`config.mk`:
```
export PLATFORM = sky130hd
export DESIGN_NAME = loss_interval_history_mean_flat
export DESIGN_NICKNAME = d
export VERILOG_FILES = /design/src/rtl/lihm_pkg.sv /design/src/rtl/lihm_in_if.sv /design/src/rtl/lihm_out_if.sv /design/src/rtl/loss_interval_history_mean.sv /design/src/rtl/lihm_ctrl.sv /design/src/rtl/lihm_dp.sv /design/src/flat_wrapper.sv
export SDC_FILE = /design/constraint.sdc
export NUM_CORES = 2
export LEC_CHECK = 0
export ABC_AREA = 1
export BUFFER_PORTS_ARGS = -buffer_cell sky130_fd_sc_hd__buf_2
export CORE_MARGIN = 5
export CORE_UTILIZATION = 64
export DETAILED_ROUTE_END_ITERATION = 16
export PLACE_DENSITY = 0.81
export SETUP_SLACK_MARGIN = 0.4
export SLEW_MARGIN = 20
export SYNTH_ARGS = -nofsm -noshare
export SYNTH_HDL_FRONTEND = slang
export SYNTH_HIERARCHICAL = 1
export SYNTH_SLANG_ARGS = --single-unit
```
`constraint.sdc`:
```
create_clock -name clk -period 12.5 [get_ports clk]
set_input_delay 1.25 -clock clk [delete_from_list [all_inputs] [get_ports clk]]
set_output_delay 1.25 -clock clk [all_outputs]
set_load 0.005 [all_outputs]
```
`src/rtl/lihm_pkg.sv`:
```
// Shared types, widths and weight table for the loss-interval history mean block.
`default_nettype none

package lihm_pkg;

	localparam int SEQ_W  = 48;
	localparam int CC_W   = 4;
	localparam int LEN_W  = 32;
	localparam int WGT_W  = 4;
	localparam int WSUM_W = 7;
	localparam int DIVC_W = 4;

	localparam logic [CC_W-1:0] WIN_JUMP = 4'd4;

	localparam logic ACT_UPDATE = 1'b0;
	localparam logic ACT_ADD    = 1'b1;

	typedef struct packed {
		logic load;
		logic rd_cur;
		logic chk_write;
		logic add_write;
		logic add_second;
		logic mean_init;
		logic mean_rd;
		logic mean_acc;
		logic div_init;
		logic div_step;
		logic div_end;
		logic out_load;
	} lihm_cmd_t;

	typedef struct packed {
		logic action;
		logic ctr_zero;
		logic ctr_one;
		logic longer;
		logic add_ok;
		logic mean_last;
		logic div_last;
	} lihm_sts_t;

	function automatic logic [WGT_W-1:0] weight(input logic [2:0] idx);
		logic [WGT_W-1:0] w;
		unique case (idx)
			3'd0, 3'd1, 3'd2, 3'd3: w = 4'd10;
			3'd4:                   w = 4'd8;
			3'd5:                   w = 4'd6;
			3'd6:                   w = 4'd4;
			3'd7:                   w = 4'd2;
			default:                w = 4'd2;
		endcase
		return w;
	endfunction

endpackage

`default_nettype wire

```
`src/rtl/lihm_in_if.sv`:
```
// Input channel: one history transaction (received packet or loss add).
`default_nettype none

interface lihm_in_if;
	logic                            valid;
	logic                            ready;
	logic                            action;
	logic [lihm_pkg::SEQ_W-1:0]      seqno;
	logic [lihm_pkg::CC_W-1:0]       ccval;
	logic [lihm_pkg::SEQ_W-1:0]      last_rcv_seqno;
	logic [lihm_pkg::LEN_W-1:0]      first_length;

	modport source (
		output valid, action, seqno, ccval, last_rcv_seqno, first_length,
		input  ready
	);
	modport sink (
		input  valid, action, seqno, ccval, last_rcv_seqno, first_length,
		output ready
	);
endinterface

`default_nettype wire

```
`src/rtl/lihm_out_if.sv`:
```
// Output channel: flag and mean interval for each transaction.
`default_nettype none

interface lihm_out_if;
	logic                       valid;
	logic                       ready;
	logic                       flag;
	logic [lihm_pkg::LEN_W-1:0] mean_interval;

	modport source (
		output valid, flag, mean_interval,
		input  ready
	);
	modport sink (
		input  valid, flag, mean_interval,
		output ready
	);
endinterface

`default_nettype wire

```
`src/rtl/loss_interval_history_mean.sv`:
```
// Top level: loss-interval history with weighted mean, controller plus datapath.
//
// Usage:
//   req carries one transaction per handshake: a received packet (action 0)
//   stretches the open interval, a loss (action 1) may open a new interval.
//   rsp returns exactly one transaction for each accepted request: a flag
//   and the weighted mean interval after that request.
//   Requests are taken one at a time; req.ready is high only while idle.
//   When the mean is recomputed, the controller walks the n stored intervals
//   (n up to HISTORY_DEPTH) in the length memory, with one read state and one
//   accumulate state per entry, then a radix-4 divider produces the mean.
//   The result sits in an output register, so a new request is accepted
//   while rsp is stalled; the block only waits when a second result is due.
//   Reset empties the history and clears the mean to zero; no clearing pass.
`default_nettype none

module loss_interval_history_mean #(
	parameter int HISTORY_DEPTH = 9
) (
	input  wire logic  clk,
	input  wire logic  arst_n,
	lihm_in_if.sink    req,
	lihm_out_if.source rsp
);

	lihm_pkg::lihm_cmd_t cmd;
	lihm_pkg::lihm_sts_t sts;

	lihm_ctrl u_ctrl (
		.clk       (clk),
		.arst_n    (arst_n),
		.req_valid (req.valid),
		.req_ready (req.ready),
		.rsp_valid (rsp.valid),
		.rsp_ready (rsp.ready),
		.sts       (sts),
		.cmd       (cmd)
	);

	lihm_dp #(
		.HISTORY_DEPTH (HISTORY_DEPTH)
	) u_dp (
		.clk       (clk),
		.arst_n    (arst_n),
		.cmd       (cmd),
		.sts       (sts),
		.in_action (req.action),
		.in_seqno  (req.seqno),
		.in_ccval  (req.ccval),
		.in_last   (req.last_rcv_seqno),
		.in_first  (req.first_length),
		.out_flag  (rsp.flag),
		.out_mean  (rsp.mean_interval)
	);

endmodule

`default_nettype wire

```
`src/rtl/lihm_ctrl.sv`:
```
// Controller state machine sequencing each transaction through the datapath.
`default_nettype none

module lihm_ctrl (
	input  wire logic                clk,
	input  wire logic                arst_n,
	input  wire logic                req_valid,
	output logic                     req_ready,
	output logic                     rsp_valid,
	input  wire logic                rsp_ready,
	input  wire lihm_pkg::lihm_sts_t sts,
	output lihm_pkg::lihm_cmd_t      cmd
);

	localparam logic [3:0] S_IDLE  = 4'd0;
	localparam logic [3:0] S_RD    = 4'd1;
	localparam logic [3:0] S_CHK   = 4'd2;
	localparam logic [3:0] S_ADDW  = 4'd3;
	localparam logic [3:0] S_ADDW2 = 4'd4;
	localparam logic [3:0] S_MINIT = 4'd5;
	localparam logic [3:0] S_MRD   = 4'd6;
	localparam logic [3:0] S_MACC  = 4'd7;
	localparam logic [3:0] S_DINIT = 4'd8;
	localparam logic [3:0] S_DIV   = 4'd9;
	localparam logic [3:0] S_DEND  = 4'd10;
	localparam logic [3:0] S_OUT   = 4'd11;

	logic [3:0] state_q;
	logic [3:0] state_d;
	logic       out_valid_q;
	logic       out_free;

	assign req_ready = (state_q == S_IDLE);
	assign rsp_valid = out_valid_q;
	assign out_free  = !out_valid_q || rsp_ready;

	always_comb begin
		cmd     = '0;
		state_d = state_q;
		unique case (state_q)
			S_IDLE: begin
				if (req_valid) begin
					cmd.load = 1'b1;
					state_d  = S_RD;
				end
			end
			S_RD: begin
				cmd.rd_cur = 1'b1;
				if (sts.ctr_zero) begin
					state_d = (sts.action == lihm_pkg::ACT_ADD) ? S_ADDW : S_OUT;
				end else begin
					state_d = S_CHK;
				end
			end
			S_CHK: begin
				if (sts.action == lihm_pkg::ACT_ADD) begin
					state_d = sts.add_ok ? S_ADDW : S_OUT;
				end else if (!sts.longer) begin
					state_d = S_OUT;
				end else begin
					cmd.chk_write = 1'b1;
					state_d       = sts.ctr_one ? S_OUT : S_MINIT;
				end
			end
			S_ADDW: begin
				cmd.add_write = 1'b1;
				state_d       = sts.ctr_zero ? S_OUT : S_ADDW2;
			end
			S_ADDW2: begin
				cmd.add_second = 1'b1;
				state_d        = S_MINIT;
			end
			S_MINIT: begin
				cmd.mean_init = 1'b1;
				state_d       = S_MRD;
			end
			S_MRD: begin
				cmd.mean_rd = 1'b1;
				state_d     = S_MACC;
			end
			S_MACC: begin
				cmd.mean_acc = 1'b1;
				state_d      = sts.mean_last ? S_DINIT : S_MRD;
			end
			S_DINIT: begin
				cmd.div_init = 1'b1;
				state_d      = S_DIV;
			end
			S_DIV: begin
				cmd.div_step = 1'b1;
				state_d      = sts.div_last ? S_DEND : S_DIV;
			end
			S_DEND: begin
				cmd.div_end = 1'b1;
				state_d     = S_OUT;
			end
			S_OUT: begin
				if (out_free) begin
					cmd.out_load = 1'b1;
					state_d      = S_IDLE;
				end
			end
			default: state_d = S_IDLE;
		endcase
	end

	always_ff @(posedge clk or negedge arst_n) begin
		if (!arst_n) begin
			state_q     <= S_IDLE;
			out_valid_q <= 1'b0;
		end else begin
			state_q <= state_d;
			if (cmd.out_load) begin
				out_valid_q <= 1'b1;
			end else if (rsp_ready) begin
				out_valid_q <= 1'b0;
			end
		end
	end

endmodule

`default_nettype wire

```
`src/rtl/lihm_dp.sv`:
```
// Datapath: interval history memories, sum accumulators, divider and output register.
`default_nettype none

module lihm_dp #(
	parameter int HISTORY_DEPTH = 9
) (
	input  wire logic                         clk,
	input  wire logic                         arst_n,
	input  wire lihm_pkg::lihm_cmd_t          cmd,
	output lihm_pkg::lihm_sts_t               sts,
	input  wire logic                         in_action,
	input  wire logic [lihm_pkg::SEQ_W-1:0]   in_seqno,
	input  wire logic [lihm_pkg::CC_W-1:0]    in_ccval,
	input  wire logic [lihm_pkg::SEQ_W-1:0]   in_last,
	input  wire logic [lihm_pkg::LEN_W-1:0]   in_first,
	output logic                              out_flag,
	output logic [lihm_pkg::LEN_W-1:0]        out_mean
);

	localparam int SEQ_W  = lihm_pkg::SEQ_W;
	localparam int CC_W   = lihm_pkg::CC_W;
	localparam int LEN_W  = lihm_pkg::LEN_W;
	localparam int WSUM_W = lihm_pkg::WSUM_W;
	localparam int DIVC_W = lihm_pkg::DIVC_W;
	localparam int SLOT_W = $clog2(HISTORY_DEPTH);
	localparam int CTR_W  = $clog2(2 * HISTORY_DEPTH + 1);
	localparam int LSUM_W = SEQ_W + 2;

	localparam logic [SLOT_W-1:0] LAST_SLOT = SLOT_W'(HISTORY_DEPTH - 1);
	localparam logic [CTR_W-1:0]  DEPTH_C   = CTR_W'(HISTORY_DEPTH);
	localparam logic [CTR_W-1:0]  TWO_DEPTH = CTR_W'(2 * HISTORY_DEPTH);
	localparam logic [DIVC_W-1:0] DIV_LAST  = '1;

	function automatic logic [SLOT_W-1:0] slot_of(input logic [CTR_W-1:0] c);
		logic [CTR_W-1:0] m;
		m = c;
		if (m >= DEPTH_C) m = m - DEPTH_C;
		if (m >= DEPTH_C) m = m - DEPTH_C;
		return LAST_SLOT - m[SLOT_W-1:0];
	endfunction

	logic [SEQ_W-1:0]  start_mem  [HISTORY_DEPTH];
	logic [CC_W-1:0]   window_mem [HISTORY_DEPTH];
	logic              closed_mem [HISTORY_DEPTH];
	logic [LEN_W-1:0]  length_mem [HISTORY_DEPTH];

	logic              action_q;
	logic [SEQ_W-1:0]  seq_q;
	logic [CC_W-1:0]   cc_q;
	logic [SEQ_W-1:0]  last_q;
	logic [LEN_W-1:0]  first_q;

	logic [SEQ_W-1:0]  rd_start_q;
	logic [CC_W-1:0]   rd_window_q;
	logic              rd_closed_q;
	logic [LEN_W-1:0]  rd_length_q;

	logic [CTR_W-1:0]  ctr_q;
	logic [LEN_W-1:0]  mean_q;
	logic              flag_q;

	logic [SLOT_W-1:0] idx_q;
	logic [SLOT_W-1:0] ptr_q;
	logic [LEN_W-1:0]  tot0_q;
	logic [LEN_W-1:0]  tot1_q;
	logic [WSUM_W-1:0] wtot_q;
	logic [LEN_W-1:0]  dvd_q;
	logic [WSUM_W:0]   rem_q;
	logic [DIVC_W-1:0] dcnt_q;

	logic [CTR_W-1:0]  ctr_dec;
	logic [CTR_W-1:0]  ctr_inc;
	logic [CTR_W-1:0]  ctr_new;
	logic [SLOT_W-1:0] slot_prev;
	logic [SLOT_W-1:0] slot_next;
	logic [SLOT_W-1:0] rd_addr;
	logic [SLOT_W-1:0] k_idx;

	logic [SEQ_W-1:0]  d48;
	logic [LSUM_W-1:0] len50;
	logic              longer;
	logic              jump;
	logic              delta_pos;
	logic [CC_W-1:0]   wdist;

	logic              len_we;
	logic [SLOT_W-1:0] len_waddr;
	logic [LEN_W-1:0]  len_wdata;
	logic              cl_we;
	logic [SLOT_W-1:0] cl_waddr;
	logic              cl_wdata;

	logic [3:0]                  idx4;
	logic [3:0]                  idx4_prev;
	logic [lihm_pkg::WGT_W-1:0]  w_cur;
	logic [lihm_pkg::WGT_W-1:0]  w_prev;
	logic [LEN_W-1:0]            p0;
	logic [LEN_W-1:0]            p1;
	logic                        use0;

	logic [LEN_W-1:0]  dvd_d;
	logic [WSUM_W:0]   rem_d;

	assign ctr_dec   = (ctr_q == '0) ? '0 : ctr_q - CTR_W'(1);
	assign ctr_inc   = ctr_q + CTR_W'(1);
	assign ctr_new   = (ctr_inc > TWO_DEPTH) ? ctr_inc - DEPTH_C : ctr_inc;
	assign slot_prev = slot_of(ctr_dec);
	assign slot_next = slot_of(ctr_q);
	assign rd_addr   = cmd.mean_rd ? ptr_q : slot_prev;
	assign k_idx     = (ctr_q >= DEPTH_C) ? LAST_SLOT : SLOT_W'(ctr_dec);

	assign d48       = seq_q - rd_start_q;
	assign len50     = {{2{d48[SEQ_W-1]}}, d48} + LSUM_W'(1);
	assign longer    = $signed(len50) > $signed({{(LSUM_W - LEN_W){1'b0}}, rd_length_q});
	assign wdist     = cc_q - rd_window_q;
	assign jump      = wdist > lihm_pkg::WIN_JUMP;
	assign delta_pos = !d48[SEQ_W-1] && (d48 != '0);

	assign sts.action    = action_q;
	assign sts.ctr_zero  = (ctr_q == '0);
	assign sts.ctr_one   = (ctr_q == CTR_W'(1));
	assign sts.longer    = longer;
	assign sts.add_ok    = delta_pos && (rd_closed_q || jump);
	assign sts.mean_last = (idx_q == k_idx);
	assign sts.div_last  = (dcnt_q == DIV_LAST);

	always_comb begin
		len_we    = 1'b0;
		len_waddr = slot_prev;
		len_wdata = len50[LEN_W-1:0];
		cl_we     = 1'b0;
		cl_waddr  = slot_prev;
		cl_wdata  = 1'b1;
		priority if (cmd.chk_write) begin
			len_we = !sts.ctr_one;
			cl_we  = jump;
		end else if (cmd.add_write) begin
			len_we   = 1'b1;
			cl_we    = 1'b1;
			cl_waddr = slot_next;
			cl_wdata = 1'b0;
			if (sts.ctr_zero) begin
				len_waddr = slot_next;
				len_wdata = first_q;
			end else begin
				len_wdata = d48[LEN_W-1:0];
			end
		end else if (cmd.add_second) begin
			len_we    = 1'b1;
			len_wdata = last_q[LEN_W-1:0] - seq_q[LEN_W-1:0] + LEN_W'(1);
		end else begin
			len_we = 1'b0;
			cl_we  = 1'b0;
		end
	end

	always_ff @(posedge clk) begin
		if (cmd.add_write) begin
			start_mem[slot_next]  <= seq_q;
			window_mem[slot_next] <= cc_q;
		end
		if (cl_we) begin
			closed_mem[cl_waddr] <= cl_wdata;
		end
		if (len_we) begin
			length_mem[len_waddr] <= len_wdata;
		end
		if (cmd.rd_cur || cmd.mean_rd) begin
			rd_start_q  <= start_mem[rd_addr];
			rd_window_q <= window_mem[rd_addr];
			rd_closed_q <= closed_mem[rd_addr];
			rd_length_q <= length_mem[rd_addr];
		end
	end

	always_ff @(posedge clk) begin
		if (cmd.load) begin
			action_q <= in_action;
			seq_q    <= in_seqno;
			cc_q     <= in_ccval;
			last_q   <= in_last;
			first_q  <= in_first;
		end
	end

	always_ff @(posedge clk or negedge arst_n) begin
		if (!arst_n) begin
			ctr_q  <= '0;
			mean_q <= '0;
		end else begin
			if (cmd.add_write) begin
				ctr_q <= ctr_new;
				if (sts.ctr_zero) begin
					mean_q <= first_q;
				end
			end
			if (cmd.div_end) begin
				mean_q <= dvd_q;
			end
		end
	end

	assign idx4      = 4'(idx_q);
	assign idx4_prev = idx4 - 4'd1;
	assign w_cur     = lihm_pkg::weight(idx4[2:0]);
	assign w_prev    = lihm_pkg::weight(idx4_prev[2:0]);
	assign use0      = (idx_q != k_idx);
	assign p0        = rd_length_q * LEN_W'(w_cur);
	assign p1        = rd_length_q * LEN_W'(w_prev);

	always_comb begin
		rem_d = rem_q;
		dvd_d = dvd_q;
		for (int j = 0; j < 2; j++) begin
			rem_d = {rem_d[WSUM_W-1:0], dvd_d[LEN_W-1]};
			dvd_d = {dvd_d[LEN_W-2:0], 1'b0};
			if (rem_d >= {1'b0, wtot_q}) begin
				rem_d    = rem_d - {1'b0, wtot_q};
				dvd_d[0] = 1'b1;
			end
		end
	end

	always_ff @(posedge clk) begin
		if (cmd.mean_init) begin
			idx_q  <= '0;
			ptr_q  <= slot_prev;
			tot0_q <= '0;
			tot1_q <= '0;
			wtot_q <= '0;
		end
		if (cmd.mean_acc) begin
			idx_q <= idx_q + SLOT_W'(1);
			ptr_q <= (ptr_q == LAST_SLOT) ? '0 : ptr_q + SLOT_W'(1);
			if (use0) begin
				tot0_q <= tot0_q + p0;
				wtot_q <= wtot_q + WSUM_W'(w_cur);
			end
			if (idx_q != '0) begin
				tot1_q <= tot1_q + p1;
			end
		end
		if (cmd.div_init) begin
			dvd_q  <= (tot0_q > tot1_q) ? tot0_q : tot1_q;
			rem_q  <= '0;
			dcnt_q <= '0;
		end
		if (cmd.div_step) begin
			dvd_q  <= dvd_d;
			rem_q  <= rem_d;
			dcnt_q <= dcnt_q + DIVC_W'(1);
		end
	end

	always_ff @(posedge clk) begin
		if (cmd.load) begin
			flag_q <= 1'b0;
		end
		if (cmd.add_write) begin
			flag_q <= 1'b1;
		end
		if (cmd.div_end && action_q == lihm_pkg::ACT_UPDATE) begin
			flag_q <= (dvd_q < mean_q);
		end
		if (cmd.out_load) begin
			out_flag <= flag_q;
			out_mean <= mean_q;
		end
	end

endmodule

`default_nettype wire

```
`src/flat_wrapper.sv`:
```
// flat-port wrapper written by rule: the top's interface ports become plain ports
module loss_interval_history_mean_flat 
#(
	parameter int HISTORY_DEPTH = 9
)
  (clk, arst_n, req_valid, req_action, req_seqno, req_ccval, req_last_rcv_seqno, req_first_length, req_ready, rsp_valid, rsp_flag, rsp_mean_interval, rsp_ready);
  lihm_in_if req_i ();
  lihm_out_if rsp_i ();
  input  wire logic clk;
  input  wire logic arst_n;
  input wire logic [$bits(req_i.valid)-1:0] req_valid;
  input wire logic [$bits(req_i.action)-1:0] req_action;
  input wire logic [$bits(req_i.seqno)-1:0] req_seqno;
  input wire logic [$bits(req_i.ccval)-1:0] req_ccval;
  input wire logic [$bits(req_i.last_rcv_seqno)-1:0] req_last_rcv_seqno;
  input wire logic [$bits(req_i.first_length)-1:0] req_first_length;
  output wire logic [$bits(req_i.ready)-1:0] req_ready;
  output wire logic [$bits(rsp_i.valid)-1:0] rsp_valid;
  output wire logic [$bits(rsp_i.flag)-1:0] rsp_flag;
  output wire logic [$bits(rsp_i.mean_interval)-1:0] rsp_mean_interval;
  input wire logic [$bits(rsp_i.ready)-1:0] rsp_ready;
  assign req_i.valid = req_valid;
  assign req_i.action = req_action;
  assign req_i.seqno = req_seqno;
  assign req_i.ccval = req_ccval;
  assign req_i.last_rcv_seqno = req_last_rcv_seqno;
  assign req_i.first_length = req_first_length;
  assign req_ready = req_i.ready;
  assign rsp_valid = rsp_i.valid;
  assign rsp_flag = rsp_i.flag;
  assign rsp_mean_interval = rsp_i.mean_interval;
  assign rsp_i.ready = rsp_ready;
  loss_interval_history_mean #(.HISTORY_DEPTH(HISTORY_DEPTH)) u_core (.clk(clk), .arst_n(arst_n), .req(req_i), .rsp(rsp_i));
endmodule
```
==> reports/summary.md <==
### Floorplanning
- 105000 µm² — Std-Cell Core Area
- 172 — boundary pin count
- 113000 µm² — die area
- 119 — Cell Rows
- 64.6% — initial cell density of the core
- 336 µm — x dimension of the die
- 336 µm — die height

### Clock tree
- 3 — Longest Clk Path Bufs
- 0 — Post-CTS Resized
- sky130_fd_sc_hd__clkbuf_16 — Root Buffer
- 0 — number of hold buffers added after cts
- built — TritonCTS clock tree
- 1168 — total number of clock tree sinks
- 3 — H-tree depth reported by CTS
- 0.06 ns — clock transition at the registers of the reported paths
- 0.75 ns — later-pin clock latency in the skew report
- 115 — CTS Buf Count
- 0 — Post-CTS Setup Repair Bufs

### Timing
- 75.2% — Tcrit/Tclk final
- 1.12 ns — measured slew at the worst slew-check pin
- 0 — final setup violation count
- 0 — Pins Over Slew Limit
- 0 — number of hold violations in the final report
- 9.40 ns — minimum period implied by the final worst setup slack
- 0.0639 ns — Clock Skew
- 0 ns — setup_tns
- 0.429 ns — worst hold slack across all endpoints
- 106 MHz — Max Clock Freq
- 24.6% — remaining max-slew budget at the tightest pin
- no — setup repair after global routing missed its margin

### Routing
- 91800 µm — total length of routed met2 wires
- 21.5 µm — Wirelength per Cell
- met5 — uppermost metal layer occupied by signal nets
- 5.86 — drt via density
- 6185 — DRC violation total after the first TritonRoute iteration
- 6 — drt pass-1 iters
- 0 — DRC viols
- 201000 µm — Routed WL
- 0 — antenna-violating nets left
- 55000 — routed vias
- 76400 µm — post-route met1 wirelength
- 23200 µm — routed length on met3

### Critical path
- u_core/u_dp/seq_q[0] — timing startpoint of the critical path
- register — nature of the critical path startpoint
- 0.80 ns — largest stage delay on the critical path
- 9.77 ns — Critical Path AT
- 39 — R2R cell count
- u_core/u_dp/length_mem[8][10] — capture point of the worst path
- reg -> reg — Crit Path Class
- 12.88 ns — data required time at the worst endpoint
- sky130_fd_sc_hd__nor2_1 — most common cell type on the critical path
- sky130_fd_sc_hd__nor3_2 — highest-delay cell along the critical path
- 3.10 ns — worst reg2reg setup slack
- 25 — Max Fanout on Critical Path
- u_core/u_dp/seq_q[0] — worst reg2reg path startpoint
- u_core/u_dp/length_mem[8][10] — reg-to-reg critical path endpoint
- register — kind of end point of the critical path

### Global routing
- 133 — largest net degree at the start of global routing
- 35.2% — all-layer global routing usage
- 303000 µm — wire length of the first global-routing pass
- 0 — overflow left after global routing
- 7 — antenna violations before repair
- 52600 — via count of the first global-routing pass

### Yosys
- 1168 — post-synthesis sequential element count
- 68100 µm² — total standard cell area after synthesis
- 8.74 µm² — average cell area after synthesis
- 60 — distinct cell type count after synthesis
- sky130_fd_sc_hd__edfxtp_1, sky130_fd_sc_hd__nand2_1, sky130_fd_sc_hd__inv_1, sky130_fd_sc_hd__ha_1, sky130_fd_sc_hd__nand3_1 — top cells by area in the synthesized netlist
- 7788 — cell count after synthesis
- sky130_fd_sc_hd__nand2_1 — most instantiated library cell after synthesis
- 3.60% — share of synthesized flip-flops with an asynchronous set or reset
- 1055 — EDFF count, synth
- sky130_fd_sc_hd__edfxtp_1 — most frequently used flop master after synthesis
- 46.5% — area share of the leading cell type in the synthesized netlist
- sky130_fd_sc_hd__nand2_1, sky130_fd_sc_hd__inv_1, sky130_fd_sc_hd__edfxtp_1 — list of most frequent post-synthesis cells
- sky130_fd_sc_hd__edfxtp_1 — library cell with the largest summed area after synthesis
- 6 — count of synthesis-stage warnings from yosys
- 8415 — post-synthesis net count
- 50.2% — share of synthesized area occupied by flip-flops and latches

### Placed design
- 137000 µm — final HPWL from detailed placement
- 1.02 — routability cong.
- 155 — number of input and output port buffers inserted

### Final layout
- 70.2% — Post-Route Utilization
- 6.18% — fraction of layout instances using a drive strength above 1
- 7814 — number of fill cells
- 26700 µm² — area of the multi-input gates
- 8.66% — Synth-to-Final Area Change
- 34200 µm² — Seq. cell area
- 8521 — number of nets in the finished design

### Run
- 0 — Max-cap violations

### Run status
- finished, final reports clean — outcome

### Worst hold path
- reg -> reg — worst min-delay path class

## cells in the final DEF (no fill, tap or decap), types with 9 or more instances in the layout
cell	netlist	routed
sky130_fd_sc_hd__fa_1	118	118
sky130_fd_sc_hd__a21oi_1	236	236
sky130_fd_sc_hd__nor2_2	6	9
sky130_fd_sc_hd__inv_1	1640	1640
sky130_fd_sc_hd__a21o_1	9	9
sky130_fd_sc_hd__or2_2	13	12
sky130_fd_sc_hd__nor2_1	363	347
sky130_fd_sc_hd__o21a_1	11	11
sky130_fd_sc_hd__dfrtp_1	42	42
sky130_fd_sc_hd__buf_2	54	155
sky130_fd_sc_hd__nor4_1	14	14
sky130_fd_sc_hd__a31oi_1	45	45
sky130_fd_sc_hd__dfxtp_1	71	71
sky130_fd_sc_hd__nor2_4	4	17
sky130_fd_sc_hd__clkbuf_1	102	15
sky130_fd_sc_hd__a22oi_1	25	25
sky130_fd_sc_hd__o22ai_1	37	37
sky130_fd_sc_hd__xor2_1	73	73
sky130_fd_sc_hd__nand4_1	52	52
sky130_fd_sc_hd__o211ai_1	31	31
sky130_fd_sc_hd__inv_2	13	11
sky130_fd_sc_hd__edfxtp_1	1055	1055
sky130_fd_sc_hd__clkinv_1	3	30
sky130_fd_sc_hd__ha_1	372	372
sky130_fd_sc_hd__o21bai_1	13	13
sky130_fd_sc_hd__o21ai_0	239	238
sky130_fd_sc_hd__bufinv_16	0	14
sky130_fd_sc_hd__nor3_1	36	28
sky130_fd_sc_hd__clkbuf_16	0	116
sky130_fd_sc_hd__nand2_1	2022	2020
sky130_fd_sc_hd__a21boi_0	9	9
sky130_fd_sc_hd__clkinv_2	0	24
sky130_fd_sc_hd__xnor2_1	45	45
sky130_fd_sc_hd__o21ai_1	13	11
sky130_fd_sc_hd__nand3_1	863	863
sky130_fd_sc_hd__buf_4	25	67
## worst max-delay path, delay by kind of cell (launching register included)
family	cells	cell delay, ns
DFF	1	0.51
and+or+nand+nor	26	5.35
xor gates and xnor gates	2	0.48
adders and majority gates	3	0.82
AOI/OAI and AO/OA	1	0.23
buffers and inverters	7	1.60
## metal layers
layer,vias to the layer above,track usage (%)
li1,25300,-
met1,25900,47.4
met2,3255,56.5
met5,-,0
met4,2,15.5
met3,517,6.37
## area by class of cell
| type | count | area share, % |
|---|---|---|
| clock inverter | 79 | 1.17 |
| timing repair buffer | 223 | 1.74 |
| multi-input combinational | 4729 | 36.1 |
| antenna | 4 | 0.0135 |
| tap | 1391 | 2.35 |
| sequential | 1168 | 46.2 |
| clock buffer | 132 | 4.02 |
| inverter | 1657 | 8.42 |
## worst min path at each step
stage,start,endpoint,cells past startpoint
floorplan,u_core/u_dp/flag_q,u_core/u_dp/out_flag,0
global placement,u_core/u_dp/flag_q,u_core/u_dp/out_flag,0
detailed placement,u_core/u_dp/flag_q,u_core/u_dp/out_flag,0
CTS,u_core/u_dp/flag_q,u_core/u_dp/out_flag,0
global route,u_core/u_dp/flag_q,u_core/u_dp/out_flag,0
finish,u_core/u_dp/flag_q,u_core/u_dp/out_flag,0
## sequential cells by signal (all words and copies together), names as in the netlist, 5 cells and up
signal                   flops
u_core/u_dp/rem_q            7
u_core/u_dp/ctr_q            5
u_core/u_dp/out_mean        32
u_core/u_dp/start_mem      432
u_core/u_dp/first_q         32
u_core/u_dp/closed_mem       9
u_core/u_dp/length_mem     288
u_core/u_dp/tot1_q          32
u_core/u_dp/last_q          32
u_core/u_dp/rd_length_q     32
u_core/u_dp/seq_q           48
u_core/u_dp/tot0_q          32
u_core/u_dp/dvd_q           32
u_core/u_dp/wtot_q           7
u_core/u_dp/mean_q          32
u_core/u_dp/window_mem      36
u_core/u_dp/rd_start_q      48
## logic make-up after synthesis
kind of cell	after synthesis	synth area share, %
flops	1168	50.2
buf+inv	1891	11.0
xor+xnor	119	1.54
simple gates	3408	21.0
fa+ha+maj	490	10.3
compound gates	712	6.00
## per-stage QoR
step,setup WS [ns],area (µm²),std cells
5_1_grt,2.67,74000,9379
3_3_place_gp,3.68,70100,9166
2_1_floorplan,2.54,68100,7788
3_5_place_dp,3.57,70100,9168
4_1_cts,3.50,74000,9379
6_report,3.10,74000,9383
Power is left out: the tool's default activity adds up to more than one toggle a clock period on the data nets, which glitch-free logic cannot reach.
